**config.mk**
```make
export PLATFORM = sky130hd
export DESIGN_NAME = bcd_date_time_field_editor
export DESIGN_NICKNAME = d
export VERILOG_FILES = /design/src/rtl/core/bdtfe_pkg.sv /design/src/rtl/core/bdtfe_step.sv /design/src/rtl/core/bcd_date_time_field_editor.sv
export SDC_FILE = /design/constraint.sdc
export NUM_CORES = 1
export LEC_CHECK = 0
export ABC_AREA = 1
export ABC_CLOCK_PERIOD_IN_PS = 7100
export BUFFER_PORTS_ARGS = -buffer_cell sky130_fd_sc_hd__buf_2
export CORE_MARGIN = 5
export CORE_UTILIZATION = 35
export CTS_CLUSTER_DIAMETER = 150
export DETAILED_ROUTE_END_ITERATION = 6
export PLACE_DENSITY = 0.55
export REMOVE_ABC_BUFFERS = 1
export SLEW_MARGIN = 15
export SYNTH_ARGS = -nofsm -noshare
export SYNTH_HDL_FRONTEND = slang
export SYNTH_HIERARCHICAL = 1
export SYNTH_SLANG_ARGS = --single-unit
```
**constraint.sdc**
```tcl
create_clock -name clk -period 7.1 [get_ports clk]
set_input_delay 0.355 -clock clk [delete_from_list [all_inputs] [get_ports clk]]
set_output_delay 0.355 -clock clk [all_outputs]
set_load 0.02 [all_outputs]
```
**src/rtl/core/bdtfe_pkg.sv**
```systemverilog
`default_nettype none
package bdtfe_pkg;

  typedef enum logic [1:0] {
    CMD_LOAD = 2'd0,
    CMD_INC  = 2'd1,
    CMD_NEXT = 2'd2
  } cmd_t;

  typedef enum logic [2:0] {
    FLD_HOURS   = 3'd0,
    FLD_MINUTES = 3'd1,
    FLD_YEAR    = 3'd2,
    FLD_MONTH   = 3'd3,
    FLD_DAY     = 3'd4
  } field_t;

  localparam int unsigned DataInW  = 40;
  localparam int unsigned DataOutW = 40;

  localparam logic [7:0] HoursWrap   = 8'd24;
  localparam logic [7:0] MinutesWrap = 8'd60;
  localparam logic [7:0] YearWrap    = 8'd100;
  localparam logic [7:0] MonthWrap   = 8'd13;
  localparam logic [4:0] FebShort    = 5'd28;
  localparam logic [4:0] LongMonth   = 5'd31;

  typedef struct packed {
    logic [5:0] hours;
    logic [6:0] minutes;
    logic       century;
    logic [7:0] year;
    logic [4:0] month;
    logic [5:0] day;
  } load_t;

  typedef struct packed {
    logic       editing;
    field_t     field;
    logic [5:0] hours;
    logic [6:0] minutes;
    logic       century;
    logic [7:0] year;
    logic [4:0] month;
    logic [5:0] day;
  } edit_state_t;

  // packed bcd read as high nibble * 10 + low nibble
  function automatic logic [7:0] bcd_value(input logic [7:0] b);
    logic [7:0] hi;
    hi = {4'd0, b[7:4]};
    return (hi << 3) + (hi << 1) + {4'd0, b[3:0]};
  endfunction

  // values below 100 only; tens by reciprocal multiply
  function automatic logic [7:0] to_bcd(input logic [6:0] d);
    logic [13:0] prod;
    logic [3:0]  tens;
    logic [6:0]  ones;
    prod = 14'(d) * 14'd103;
    tens = prod[13:10];
    ones = d - 7'(tens) * 7'd10;
    return {tens, ones[3:0]};
  endfunction

  function automatic logic [4:0] month_days(input logic [3:0] m);
    logic [4:0] n;
    unique case (m)
      4'd2:                      n = 5'd29;
      4'd4, 4'd6, 4'd9, 4'd11:   n = 5'd30;
      default:                   n = 5'd31;
    endcase
    return n;
  endfunction

endpackage
`default_nettype wire

```
**src/rtl/core/bdtfe_step.sv**
```systemverilog
`default_nettype none
module bdtfe_step (
  input  wire bdtfe_pkg::edit_state_t cur,
  input  wire logic [1:0]             cmd,
  input  wire bdtfe_pkg::load_t       load,
  output bdtfe_pkg::edit_state_t      nxt,
  output logic                        commit
);

  logic [7:0] hv, mv, yv, mov, dv, mval;
  logic [7:0] h_bcd, mi_bcd, y_bcd, mo_bcd, d_bcd;
  logic       leap;
  logic [4:0] limit;

  always_comb begin
    hv   = bdtfe_pkg::bcd_value({2'd0, cur.hours}) + 8'd1;
    mv   = bdtfe_pkg::bcd_value({1'b0, cur.minutes}) + 8'd1;
    yv   = bdtfe_pkg::bcd_value(cur.year);
    mval = bdtfe_pkg::bcd_value({3'd0, cur.month});
    mov  = mval + 8'd1;
    dv   = bdtfe_pkg::bcd_value({2'd0, cur.day}) + 8'd1;

    h_bcd  = bdtfe_pkg::to_bcd(hv[6:0]);
    mi_bcd = bdtfe_pkg::to_bcd(mv[6:0]);
    y_bcd  = bdtfe_pkg::to_bcd(yv[6:0] + 7'd1);
    mo_bcd = bdtfe_pkg::to_bcd(mov[6:0]);
    d_bcd  = bdtfe_pkg::to_bcd(dv[6:0]);

    // 2000 and 2100 are both multiples of 4; only 2000 is a multiple of 400
    leap = (yv[1:0] == 2'd0) &&
           !(((yv == 8'd0) || (yv == 8'd100)) && !(!cur.century && (yv == 8'd0)));

    if ((mval >= 8'd1) && (mval <= 8'd12)) begin
      limit = bdtfe_pkg::month_days(mval[3:0]);
    end else begin
      limit = bdtfe_pkg::LongMonth;
    end
    if ((mval == 8'd2) && !leap) begin
      limit = bdtfe_pkg::FebShort;
    end

    nxt    = cur;
    commit = 1'b0;

    unique case (bdtfe_pkg::cmd_t'(cmd))
      bdtfe_pkg::CMD_LOAD: begin
        if (!cur.editing) begin
          nxt.editing = 1'b1;
          nxt.field   = bdtfe_pkg::FLD_HOURS;
          nxt.hours   = load.hours;
          nxt.minutes = load.minutes;
          nxt.century = load.century;
          nxt.year    = load.year;
          nxt.month   = load.month;
          nxt.day     = load.day;
        end
      end
      bdtfe_pkg::CMD_INC: begin
        if (cur.editing) begin
          unique case (cur.field)
            bdtfe_pkg::FLD_HOURS: begin
              nxt.hours = (hv >= bdtfe_pkg::HoursWrap) ? 6'd0 : h_bcd[5:0];
            end
            bdtfe_pkg::FLD_MINUTES: begin
              nxt.minutes = (mv >= bdtfe_pkg::MinutesWrap) ? 7'd0 : mi_bcd[6:0];
            end
            bdtfe_pkg::FLD_YEAR: begin
              if ((yv + 8'd1) >= bdtfe_pkg::YearWrap) begin
                nxt.year    = 8'd0;
                nxt.century = !cur.century;
              end else begin
                nxt.year = y_bcd;
              end
            end
            bdtfe_pkg::FLD_MONTH: begin
              nxt.month = (mov >= bdtfe_pkg::MonthWrap) ? 5'd1 : mo_bcd[4:0];
            end
            bdtfe_pkg::FLD_DAY: begin
              nxt.day = (dv > {3'd0, limit}) ? 6'd1 : d_bcd[5:0];
            end
            default: begin
              nxt = cur;
            end
          endcase
        end
      end
      bdtfe_pkg::CMD_NEXT: begin
        if (cur.editing) begin
          if (cur.field == bdtfe_pkg::FLD_DAY) begin
            nxt.editing = 1'b0;
            nxt.field   = bdtfe_pkg::FLD_HOURS;
            commit      = 1'b1;
          end else begin
            nxt.field = bdtfe_pkg::field_t'(cur.field + 3'd1);
          end
        end
      end
      default: begin
        nxt = cur;
      end
    endcase
  end

endmodule
`default_nettype wire

```
**src/rtl/core/bcd_date_time_field_editor.sv**
```systemverilog
// Clock-setting editor for a packed BCD date and time. A load transaction
// (tuser 0) copies hours, minutes, century, year, month and day and starts
// editing at the hours field; increment (tuser 1) steps the selected field
// with wrap, days limited by month length and the leap rule; next (tuser 2)
// moves hours, minutes, year, month, day and then ends editing with tlast
// high, meaning the values are to be written with seconds zero. Each input
// transaction gives exactly one output transaction carrying the whole
// setting. One transaction is taken every cycle unless the output stalls;
// an input register is followed by the result register, with the field
// update done combinationally against the held setting.
`default_nettype none
module bcd_date_time_field_editor (
  input  wire logic                            clk,
  input  wire logic                            rst_n,
  input  wire logic                            in_tvalid,
  output logic                                 in_tready,
  // load_hours, load_minutes, load_century, load_year, load_month, load_day
  input  wire logic [bdtfe_pkg::DataInW-1:0]   in_tdata,
  // command
  input  wire logic [1:0]                      in_tuser,
  output logic                                 out_tvalid,
  input  wire logic                            out_tready,
  // editing, selected_field, hours, minutes, century, year, month, day
  output logic [bdtfe_pkg::DataOutW-1:0]       out_tdata,
  // commit
  output logic                                 out_tlast
);

  logic                   s1_valid_r;
  logic [1:0]             s1_cmd_r;
  bdtfe_pkg::load_t       s1_load_r;
  logic                   s1_adv;
  logic                   in_acc;

  bdtfe_pkg::edit_state_t state_r;
  bdtfe_pkg::edit_state_t state_nxt;
  logic                   commit_nxt;

  logic                   out_valid_r;
  bdtfe_pkg::edit_state_t out_state_r;
  logic                   out_commit_r;

  bdtfe_pkg::load_t       in_load;

  assign s1_adv    = s1_valid_r && (!out_valid_r || out_tready);
  assign in_tready = !s1_valid_r || s1_adv;
  assign in_acc    = in_tvalid && in_tready;

  assign in_load.hours   = in_tdata[5:0];
  assign in_load.minutes = in_tdata[12:6];
  assign in_load.century = in_tdata[13];
  assign in_load.year    = in_tdata[21:14];
  assign in_load.month   = in_tdata[26:22];
  assign in_load.day     = in_tdata[32:27];

  bdtfe_step u_step (
    .cur    (state_r),
    .cmd    (s1_cmd_r),
    .load   (s1_load_r),
    .nxt    (state_nxt),
    .commit (commit_nxt)
  );

  always_ff @(posedge clk) begin
    if (!rst_n) begin
      s1_valid_r <= 1'b0;
    end else if (in_tready) begin
      s1_valid_r <= in_tvalid;
    end
  end

  always_ff @(posedge clk) begin
    if (in_acc) begin
      s1_cmd_r  <= in_tuser;
      s1_load_r <= in_load;
    end
  end

  always_ff @(posedge clk) begin
    if (!rst_n) begin
      state_r.editing <= 1'b0;
      state_r.field   <= bdtfe_pkg::FLD_HOURS;
      state_r.hours   <= 6'd0;
      state_r.minutes <= 7'd0;
      state_r.century <= 1'b0;
      state_r.year    <= 8'd0;
      state_r.month   <= 5'd1;
      state_r.day     <= 6'd1;
    end else if (s1_adv) begin
      state_r <= state_nxt;
    end
  end

  always_ff @(posedge clk) begin
    if (!rst_n) begin
      out_valid_r <= 1'b0;
    end else if (!out_valid_r || out_tready) begin
      out_valid_r <= s1_valid_r;
    end
  end

  always_ff @(posedge clk) begin
    if (s1_adv) begin
      out_state_r  <= state_nxt;
      out_commit_r <= commit_nxt;
    end
  end

  assign out_tvalid = out_valid_r;
  assign out_tlast  = out_commit_r;
  assign out_tdata  = {3'd0,
                       out_state_r.day,
                       out_state_r.month,
                       out_state_r.year,
                       out_state_r.century,
                       out_state_r.minutes,
                       out_state_r.hours,
                       out_state_r.field,
                       out_state_r.editing};

endmodule
`default_nettype wire
```
==> Yosys cells after proc, flatten, opt, wreduce, memory -nomap -nowiden <==
Index checks and enable logic that the tools add are counted.
Widths: inputs -> output; s select.
{ "totals": {"word_cells": 122, "reg_bits": 112, "in_bits": 46, "output_inout_bits": 43} }
{ "classes": {"eq_ne": 13, "reduce_logical": 22, "n_mul": 10, "n_lt_le_gt_ge": 7, "add_sub_neg": 22, "muxes": 22} }
{ "ops": {"columns": ["cell", "n"], "rows": [
  ["$mul 7x7->14 const B", 5],
  ["$pmux 33 s2", 1],
  ["$add 8x1->8 const B", 5],
  ["$add 8x4->8", 5],
  ["$mux 37", 1],
  ["$mux 36", 1],
  ["$mux 6", 4],
  ["$mul 4x3->3 const B", 5],
  ["$mux 5", 4],
  ["$sub 4x4->4", 5],
  ["$mux 7", 2],
  ["$add 5x3->6", 2],
  ["$pmux 4 s3", 1],
  ["$mux 9", 1],
  ["$add 7x5->8", 1],
  ["$eq 4x3->1 const B", 2],
  ["$eq 4x4->1 const B", 2],
  ["$eq 8x2->1 const B", 1],
  ["$eq 8x7->1 const B", 1],
  ["$ge 8x1->1 const B", 1],
  ["$ge 8x4->1 const B", 1],
  ["$ge 8x5->1 const B", 1],
  ["$ge 8x6->1 const B", 1],
  ["$ge 8x7->1 const B", 1],
  ["other kinds (25)", 42]
]} }

==> Longest topological paths before layout <==
{ "depth": {"word_depth": 16, "mapped_depth": 43, "mapped_depth_nobuf": 43} }

==> Modules after synthesis <==
Netlist, hierarchy kept.
{ "modules_own_cells": {"columns": ["mod", "area_per_inst_um2", "seq_area_each_um2", "cells_per_inst", "instances"], "rows": [
  ["bdtfe_step", 7597.3, 0.0, 1138, 1],
  ["bcd_date_time_field_editor", 3963.8, 2972.9, 328, 1]
]} }

==> Least setup slack after synthesis <==
OpenSTA, ideal clock, no wires.
{ "synth_timing": {"path_type": "flip-flop to flip-flop", "startpoint": "register state_r[14] (netlist name)", "endpoint": "register state_r[14] (netlist name)", "arrival_ps": 6052, "slack_ps": 933, "required_ps": 6985, "path_stages_with_launch": 40, "path_buffers": 0, "period_less_slack_ps": 6167, "setup_time_ps": 115, "cell_sequence": "dfxtp_1 inv_1 fa_1 inv_1 fa_1 nand4_1 nor2_1 nand3_2 nand2_1 inv_1 ha_1 ha_1 inv_1 fa_1 fa_1 inv_1 ha_1 nand2_1 [4 not listed] nand2_1 nand2_1 nand2_1 ha_1 inv_1 fa_1 xor2_1 nand3b_1 nand2_1 nand2_1 nand3_1 nand2_1 nand2_1 nand2_1 inv_1 nand3_1 nand2_1 nor2_1"} }
{ "synth_rtl": {"columns": ["item", "line_no", "rtl"], "rows": [
  ["from (decl)", "bcd_date_time_field_editor.sv:35", "bdtfe_pkg::edit_state_t state_r;"],
  ["from (signal assigned)", "bcd_date_time_field_editor.sv:90", "state_r <= state_nxt;"]
]} }

==> flow_metrics.tcl <==
set metrics [dict create \
    status "completed" \
    wl_met2_um 13000 \
    cpPeakStageDelay_ns 0.58 \
    io_buffers 78 \
    grt_usage_pct 15.56 \
    drive_gt1_share_pct 8.818 \
    tritoncts.num_buffers 9 \
    worst_pin_slew_ns 1.072 \
    period_share_pct 92.07 \
    clkTransAtPathRegs_ns 0.08 \
    synth_warnings 6 \
    relSlewSlack_pct 28.37 \
    firstDrtPassIters 5 \
    yosysSeqAreaShare_pct 25.71 \
    grt_max_degree 75 \
    max-cap-violations 0 \
    powerDensity_nw_per_um2 223.3 \
    viasPerCell 4.830 \
    rows 66 \
    dp.cells 1956 \
    fill_cells 3363 \
    layout_commonest_cell "nand2_1" \
    postPlaceCellArea_um2 12350 \
    rsz0062_at_grt "false" \
    ys.flop_type "edfxtp_1" \
    area_growth_pct 9.664 \
    detail_route.wirelength_um 28150 \
    final_cell_mix "341 x nand2_1, 266 x inv_1, 221 x ha_1" \
    pre_cts_ws_ns 0.3109 \
    wl_met1_um 13710 \
    finalSetupTns_ns 0 \
    coreArea_um2 32540 \
    yosys.cell_types.count 43 \
    synth_area_um2 11560 \
    place.gp.congestion 0.8665 \
    grt_pass1_vias 9298 \
    critical_path_buf_inv_count 8 \
    fin_crit_ns 6.537 \
    drt_iter0_drc 393 \
    synth_seq_cells 112 \
    synth_edf_count 73 \
    clock-sinks 112 \
    synth_cells 1466 \
    nets 1833 \
    clockBufferDepth 2 \
    initial_utilization_pct 35.53 \
    endpoint_kind "flop" \
    htree_num_levels 3 \
    hold_buffers 0 \
    synth_async_sr_flop_share_pct 0 \
    num_vias 9529 \
    die_area_um2 36770 \
    cts-root-buf "clkbuf_16" \
    slowest_stage "fa_2" \
    antennaDiodeCount 0 \
    antenna_found_initial 1 \
    maxSlewViolCount 0 \
    io_pins 89 \
    crit_top_cell "nand2_1" \
    cp.arrival_ns 6.80 \
    crit_fanout 4 \
    dp_hpwl_um 21700 \
    final_area_um2 12680 \
    critPathLaunchType "flop" \
    synth_top_cells_by_area "ha_1 24%, edfxtp_1 19%, nand2_1 11%" \
    crit_type "reg2reg" \
    fin_total_pwr_mw 2.831 \
    hold_violations 0 \
    leakagePower_nw 6.731 \
    ir_worst_vdd_v 0.0001139 \
    clk_latency_ns 0.37 \
    cts_tree "done" \
    max_freq_mhz 153.0 \
    grt_overflow 0 \
    whs_ns 0.1595 \
    synth_top_cell_by_area "ha_1" \
    synth_top_area_share_pct 24.03 \
    layoutNonFillerInstCount 1973 \
    setup_ws_ns 0.5634 \
    topRoutingLayerUsed "met5" \
    critical_path_required_ns 7.36 \
    setup_viol 0 \
    wl_met3_um 1090 \
    drc 0 \
    grt_pass1_wl_um 46430 \
    detail-route-antenna-nets 0 \
    fin_skew_ns 0.01051 \
    syn_area_per_cell_um2 7.886 \
    hold_class "in2reg" \
    cp_top_family "adder cells" \
    routedWlPerCell_um 14.27 \
    dieWidth_um 191.7 \
    utilization_pct 38.97 \
    die_h_um 191.7 \
]
-- metal layers --
| layer | vias up | track usage (%) |
|---|---|---|
| met5 | - | 0 |
| met1 | 4412 | 21.26 |
| met3 | 21 | 2.690 |
| met4 | 2 | 2.486 |
| li1 | 4934 | - |
| met2 | 160 | 26.31 |
-- area by class of cell --
type                       instances  area [µm²]  area share [%]
multi-input combinational       1043        7375           58.17
sequential                       112        2978           23.49
inverter                         274        1028           8.112
tap                              442       553.0           4.362
timing repair buffer              86       450.4           3.553
clock buffer                      12       256.5           2.023
clock inverter                     4       37.54          0.2961
-- synth_stat cells (2+ instances only) --
cell / count
nand2_1: 343
inv_1: 269
ha_1: 222
nand3_1: 102
nor2_1: 83
a21oi_1: 77
edfxtp_1: 73
dfxtp_1: 39
fa_1: 39
a32oi_1: 33
o21ai_0: 33
xor2_1: 25
nand4_1: 17
buf_2: 15
clkbuf_1: 12
nand3b_1: 8
o21ai_1: 8
buf_6: 7
xnor2_1: 7
a21o_1: 5
nor3_1: 5
buf_4: 4
inv_2: 4
o21bai_1: 4
o22ai_1: 4
a22o_1: 3
o211ai_1: 3
a21oi_2: 2
a31oi_1: 2
nand2_2: 2
nand3_2: 2
nor2_2: 2
o21a_1: 2
-- sequential cells by signal (all words and copies together) (netlist names) --
name and flops:
out_tdata 37, state_r 37, s1_cmd_r 2, out_tvalid 1, out_tlast 1, s1_valid_r 1, s1_load_r 33
-- what timing repair did --
action,CTS,global route
setup buffers,0,1
setup endpoints to repair,0,2
resized for setup,0,11
-- kinds of logic (layout without fill, tap and decap cells) --
kind of cell / Yosys count / count (layout) / synth area share, %
xor gates and xnor gates: 32 / 32 / 2.424
other: 1 / 3 / 0.03244
DFF: 112 / 112 / 25.71
buffers and inverters: 313 / 376 / 10.92
adders and majority gates: 261 / 261 / 30.78
and+or+nand+nor: 567 / 567 / 20.60
AOI/OAI and AO/OA: 180 / 180 / 9.535
-- power breakdown --
group,switching [mW],internal (mW)
sequential,0.0333,0.741
combinational,0.951,0.586
clock,0.257,0.263
total,1.24,1.59
-- path summary, 6_finish.rpt --
kind / slack [ns] / depth (start not counted) / start / endpoint
max reg2reg: 0.56 / 39 / state_r[14] / state_r[14]
max: 0.56 / 39 / state_r[14] / state_r[14]
min: 0.16 / 1 / in_tdata[16] / s1_load_r[13]
min reg2reg: 0.52 / 2 / state_r[19] / state_r[19]
No activity file was read; power rests on OpenSTA's default activity.
